## src/rtl/cflk_pkg.sv

```systemverilog
// Shared types, constants and register codes of the candle flicker generator.
package cflk_pkg;

    // Default state store depth
    localparam int PIXEL_COUNT_DEFAULT = 1024;

    // Brightest level and the halving shift of green
    localparam logic [7:0] LEVEL_MAX   = 8'd255;
    localparam int         GREEN_SHIFT = 1;

    // Configuration register indexes
    localparam logic [2:0] REG_FLAME_AGILITY    = 3'd0;
    localparam logic [2:0] REG_WIND_BASELINE    = 3'd1;
    localparam logic [2:0] REG_WIND_VARIABILITY = 3'd2;
    localparam logic [2:0] REG_WIND_CALMNESS    = 3'd3;
    localparam logic [2:0] REG_PER_NODE         = 3'd4;
    localparam logic [2:0] REG_USE_PALETTE      = 3'd5;

    // Input word
    typedef struct packed {
        logic [9:0] pixel_index;
        logic       load;
        logic [7:0] red_gust_roll;
        logic [7:0] red_gust_level;
        logic [7:0] red_knock_roll;
        logic [7:0] red_knock_level;
        logic [7:0] green_gust_roll;
        logic [7:0] green_gust_level;
        logic [7:0] green_knock_roll;
        logic [7:0] green_knock_level;
    } in_word_t;

    // Result word
    typedef struct packed {
        logic [9:0] pixel_number;
        logic [7:0] out_red;
        logic [7:0] out_green;
        logic [7:0] out_blue;
    } out_word_t;

    // Configuration write word
    typedef struct packed {
        logic [2:0] index;
        logic [7:0] value;
    } cfg_word_t;

    // Configuration register set
    typedef struct packed {
        logic [3:0] flame_agility;
        logic [7:0] wind_baseline;
        logic [7:0] wind_variability;
        logic [2:0] wind_calmness;
        logic       per_node;
        logic       use_palette;
    } cfg_regs_t;

    // One state entry: flames, smoothed levels and the shared wind
    typedef struct packed {
        logic [7:0] fr;
        logic [7:0] pr;
        logic [7:0] fg;
        logic [7:0] pg;
        logic [7:0] wind;
    } entry_t;

endpackage

```

## src/rtl/cflk_update.sv

```systemverilog
// Per-frame flame update of one state entry and its colour word.
module cflk_update (
    input  cflk_pkg::cfg_regs_t cfg,
    input  cflk_pkg::in_word_t  item,
    input  logic                store_ok,
    input  cflk_pkg::entry_t    entry_cur,
    output cflk_pkg::entry_t    entry_new,
    output cflk_pkg::out_word_t word
);
    import cflk_pkg::*;

    typedef struct packed {
        logic [7:0] prime;
        logic [7:0] flame;
        logic [7:0] wind;
    } pass_t;

    // One colour pass: gust, wind decay, rise and knock-down, smoothing
    function automatic pass_t flame_pass(
        input cfg_regs_t  c,
        input logic [7:0] prime,
        input logic [7:0] flame,
        input logic [7:0] wind,
        input logic [7:0] gust_roll,
        input logic [7:0] gust_level,
        input logic [7:0] knock_roll,
        input logic [7:0] knock_level
    );
        pass_t      p;
        logic [7:0] w;
        logic [7:0] f;
        logic [8:0] up;
        logic [7:0] agl;
        agl = {4'd0, c.flame_agility};
        w = (gust_roll < c.wind_variability) ? gust_level : wind;
        if (w > c.wind_baseline)
            w = w - 8'd1;
        f = (flame != LEVEL_MAX) ? flame + 8'd1 : flame;
        if (knock_roll < (w >> c.wind_calmness))
            f = knock_level;
        up = {1'b0, prime} + {1'b0, agl};
        p.prime = prime;
        if (f > prime) begin
            if (up < {1'b0, LEVEL_MAX})
                p.prime = up[7:0];
        end
        else begin
            if (prime > agl)
                p.prime = prime - agl;
        end
        p.flame = f;
        p.wind  = w;
        return p;
    endfunction

    pass_t       red_p;
    pass_t       green_p;
    entry_t      upd;
    entry_t      seed;
    logic [15:0] seed_fg;
    logic [15:0] seed_pg;
    logic [7:0]  grey;

    // Run red then green, then clamp smoothed green
    always_comb
    begin
        red_p = flame_pass(cfg, entry_cur.pr, entry_cur.fr, entry_cur.wind,
                           item.red_gust_roll, item.red_gust_level,
                           item.red_knock_roll, item.red_knock_level);
        green_p = flame_pass(cfg, entry_cur.pg, entry_cur.fg, red_p.wind,
                             item.green_gust_roll, item.green_gust_level,
                             item.green_knock_roll, item.green_knock_level);
        upd.fr   = red_p.flame;
        upd.pr   = red_p.prime;
        upd.fg   = green_p.flame;
        upd.wind = green_p.wind;
        upd.pg   = (green_p.prime > red_p.prime) ? red_p.prime : green_p.prime;
        if (green_p.flame > red_p.flame)
            upd.pg = red_p.prime;
    end

    // Seed the entry from the random bytes
    assign seed_fg   = {8'd0, item.red_knock_roll} * {8'd0, item.red_gust_roll};
    assign seed_pg   = {8'd0, item.red_knock_level} * {8'd0, item.red_gust_level};
    assign seed.fr   = item.red_gust_roll;
    assign seed.pr   = item.red_gust_level;
    assign seed.fg   = seed_fg[15:8];
    assign seed.pg   = seed_pg[15:8];
    assign seed.wind = item.green_gust_roll;

    assign entry_new = item.load ? seed : upd;

    // Build the colour word; an out-of-range pixel shows black
    assign grey = LEVEL_MAX - entry_new.pr;

    always_comb
    begin
        word.pixel_number = item.pixel_index;
        word.out_red      = 8'd0;
        word.out_green    = 8'd0;
        word.out_blue     = 8'd0;
        if (store_ok) begin
            if (cfg.use_palette) begin
                word.out_red   = grey;
                word.out_green = grey;
                word.out_blue  = grey;
            end
            else begin
                word.out_red   = entry_new.pr;
                word.out_green = entry_new.pg >> GREEN_SHIFT;
            end
        end
    end

endmodule

```

## config.mk

```make
export PLATFORM = sky130hd
export DESIGN_NAME = cflk_update
export DESIGN_NICKNAME = d
export VERILOG_FILES = /design/src/rtl/cflk_pkg.sv /design/src/rtl/cflk_update.sv
export SDC_FILE = /design/constraint.sdc
export NUM_CORES = 1
export LEC_CHECK = 0
export ABC_AREA = 1
export BUFFER_PORTS_ARGS = -buffer_cell sky130_fd_sc_hd__buf_2
export CORE_MARGIN = 1.5
export CORE_UTILIZATION = 45
export DETAILED_ROUTE_END_ITERATION = 7
export PLACE_DENSITY = 0.71
export REMOVE_ABC_BUFFERS = 1
export SLEW_MARGIN = 20
export SYNTH_ARGS = -nofsm -noshare
export SYNTH_HDL_FRONTEND = slang
export SYNTH_SLANG_ARGS = --single-unit
```

## constraint.sdc

```tcl
create_clock -name vclk -period 12.9
set_input_delay 1.29 -clock vclk [all_inputs]
set_output_delay 1.29 -clock vclk [all_outputs]
set_load 0.02 [all_outputs]
```

; ---- Word-level counts from Yosys, hierarchy flattened
; Index checks and enable logic that the tools add are counted.
[totals]
in_bits = 141
elab_cells = 49
reg_bits = 0
out_inout_bits = 74
[classes]
shift = 2
mux = 20
n_lt_le_gt_ge = 14
addsub = 9
multipliers = 2
n_eq_ne = 2
[ops]
columns = operator, n
row1 = 8-bit 2-to-1 mux, 17
row2 = 8-bit greater-than comparator, 6
row3 = 40-bit 2-to-1 mux, 1
row4 = 8-bit < comparator, 4
row5 = 8-bit by 8-bit multiplier with 16-bit output, 2
row6 = 24-bit 2-to-1 mux, 1
row7 = 8-bit by 4-bit adder with 9-bit output, 2
row8 = 9-bit by 8-bit < comparator with 1-bit output (second input constant), 2
row9 = 8-bit by 1-bit adder with 8-bit output (second input constant), 2
row10 = 8-bit by 4-bit greater-than comparator with 1-bit output, 2
row11 = 16-bit 2-to-1 mux, 1
row12 = 8-bit != test (second input constant), 2
row13 = 8-bit by 3-bit >> shifter with 8-bit output, 2
row14 = 8-bit by 1-bit subtractor with 8-bit output (second input constant), 2
row15 = 8-bit by 4-bit subtractor with 8-bit output, 2
row16 = 8-bit subtractor (first input constant), 1

; ---- Depth between registers and ports, before layout
[logic_depth]
depth_word = 19
ltp_mapped = 83
ltp_nobuf = 80

; ---- Worst setup path before layout
; Ideal clock, no wire load.
[synth_timing]
path_kind = in2out
startpoint = input port cfg[10] in the netlist's numbering
endpoint = output port word[12] in the netlist's numbering
t_arrival_ns = 10.273
path_slack_ns = 1.337
t_required_ns = 11.610
path_buffers = 2
path_stages = 72
cell_sequence = inv_1 > ha_1 > a21oi_1 > o21a_1 > buf_2 > nand3_2 > nand2_2 > inv_1 > ha_1 > inv_1 > nand2_1 > nand2_1 > nand2_1 > nand2_1 > nand2_1 > nand2_1 > nand2_1 > inv_1 > [36 not listed] > inv_1 > clkbuf_1 > o21ai_0 > o22ai_1 > ha_1 > inv_1 > nor2_1 > nor2_1 > o21ai_0 > a21oi_1 > o211ai_1 > o41ai_1 > nand2_1 > inv_1 > nand2_1 > a21oi_1 > o21ai_0 > a21oi_1
[synth_lines]
columns = item, line
row1 = from (decl), cflk_update.sv:3  ; input cflk_pkg::cfg_regs_t cfg,
row2 = to (decl), cflk_update.sv:8  ; output cflk_pkg::out_word_t word

==> results.json <==
{
  "drtPass1Iterations": 6,
  "yosys.area_share.simple_pct": 30.84,
  "pin_count": 215,
  "ant_nets": 0,
  "startpoint_type": "primary input",
  "grt_overflow": 0,
  "netlist_top_cells_area": "ha_1, nand2_1, fa_1",
  "die_w_um": 150.4,
  "whs_endpoint": "word[24]",
  "numPortBuffers": 194,
  "slew_violations": 0,
  "path_buf_inv": 12,
  "critPathKind": "in2out",
  "synth_xor_area_share_pct": 3.044,
  "avgSynthCellArea_um2": 6.278,
  "synth_adder_area_share_pct": 36.89,
  "rsz0062_at_grt": "no",
  "synth.mux.area_fraction_pct": 0.3070,
  "stdcell_area_um2": 10860,
  "drive_gt1_share_pct": 18.44,
  "grt_pass1_vias": 9035,
  "wire_per_inst_um": 13.46,
  "crit_arrival_ns": 10.72,
  "hp-class": "in2out",
  "fmax_mhz": 83.27,
  "crit_path_frequent_cell": "nand2_1",
  "tightest_slew_ns": 0.7589,
  "n_clock_buffer": 0,
  "grt_use_total_pct": 23.02,
  "viasPerCell": 5.050,
  "regArea_um2": 0,
  "drc_errors": 0,
  "vdd_drop_max_uv": 86.45,
  "worstHoldStart": "item[65]",
  "ys.warnings.count": 0,
  "cp_slowest_stage_delay_ns": 0.36,
  "layout_common_cells": "nand2_1, inv_1, buf_2, ha_1, nor2_1",
  "num_rows": 53,
  "synth_top_family_by_area": "adder cells",
  "crit_path_end_kind": "output pin",
  "cellPowerDensity_nw_per_um2": 80.01,
  "dp_cells": 1964,
  "hold_buffers": 0,
  "fin_ws_ns": 0.8912,
  "floorplan.initialDensity_pct": 46.24,
  "placed_cell_area_um2": 10780,
  "ys_seq_area_share_pct": 0,
  "syn_area_um2": 9782,
  "drt_iter0_drc": 559,
  "grt_pass1_wl_um": 42760,
  "relSlewSlack_pct": 49.40,
  "post-place-ws_ns": 0.4794,
  "fill_cells": 2169,
  "die_h_um": 150.4,
  "fin_tns_setup_ns": 0,
  "power_leakage_nw": 6.717,
  "slowest_stage": "o31ai_4",
  "layout_commonest_cell": "nand2_1",
  "nets": 2079,
  "fin_crit_sh_pct": 93.09,
  "cp.required_ns": 11.61,
  "finalHoldViolCount": 0,
  "cap_violations": 0,
  "crit_family": "simple AND/OR/NAND/NOR gates",
  "syn_inst": 1558,
  "vias": 9953,
  "status": "complete, no violations",
  "grt_max_degree": 41,
  "stdcell_count": 1971,
  "antenna_found_initial": 3,
  "routed_wl_um": 26520,
  "place_hpwl_um": 22850,
  "nFlopsAndLatches": 0,
  "synth_top_area_cell": "ha_1",
  "synth_top_area_share_pct": 21.74,
  "setup_violations": 0,
  "syn2layout_area_growth_pct": 11.06,
  "synth_compound_area_share_pct": 12.64,
  "min_path_cells": 0,
  "crit_fanout": 14,
  "ys_types": 52,
  "gp_congestion": 0.9144,
  "core_area_um2": 21150,
  "utilization_pct": 51.36,
  "dieArea_um2": 22630,
  "period_needed_ns": 12.01
}
-- worst max-delay path by stage --
stage                   from       end  slack (ns)  cells after the start
finish              item[58]  word[11]        0.89                     66
detailed placement  item[59]   word[8]        0.48                     72
global route        item[57]  word[11]        0.01                     72
floorplan            cfg[10]  word[12]        1.16                     69
global placement    item[59]   word[8]        0.61                     72
CTS                 item[59]   word[8]        0.44                     72
-- kinds of logic after synthesis --
logic type | count (synthesis)
buf+inv | 399
compound gates | 210
mux | 3
simple gates | 668
xor+xnor | 34
fa+ha+maj | 244
-- cells in the mapped netlist (13+ instances only) --
cell and count:
a21oi_1 58, buf_4 13, clkbuf_1 45, fa_1 74, ha_1 170, inv_1 322
nand2_1 416, nand2_2 43, nand3_1 56, nand3_2 16, nor2_1 77, o211ai_1 18
o21ai_0 79, xor2_1 25
-- metal layers --
layer,vias to the layer above,global-route usage [%],wire [µm]
met5,-,0,10
met4,2,4.020,446
met3,35,1.727,1354
met2,241,39.31,12640
met1,4553,31.98,12080
li1,5122,-,-
-- where the power goes --
part           switching (W)     internal [W]  leakage, nW         total, W
logic               0.000541         0.000329         6.72         0.000869
registers                  0                0            0                0
clock network              0  0.0000000000415    0.0000254  0.0000000000415
-- per-stage QoR --
| step | hold slack (ns) | power, W |
|---|---|---|
| floorplan | 2.580 | 0.0006205 |
| global placement | 2.580 | 0.0008360 |
| detailed placement | 2.580 | 0.0008590 |
| CTS | 2.580 | 0.0008654 |
| global route | 2.580 | 0.0009979 |
| finish | 2.580 | 0.0008693 |
-- what timing repair did --
item	4_1_cts	5_1_grt
buffers inserted	0	2
resized for setup	0	16
setup endpoints to repair	0	15
-- cell type report --
| cell class | instances | area, µm² | share of cell area, % |
|---|---|---|---|
| multi-input combinational | 1159 | 8230 | 75.76 |
| inverter | 331 | 1242 | 11.44 |
| timing repair buffer | 201 | 1030 | 9.478 |
| tap | 275 | 344.1 | 3.167 |
| antenna | 4 | 10.01 | 0.09213 |
| timing repair inverter | 1 | 7.507 | 0.06910 |
Power figures use the tool's default switching activity.
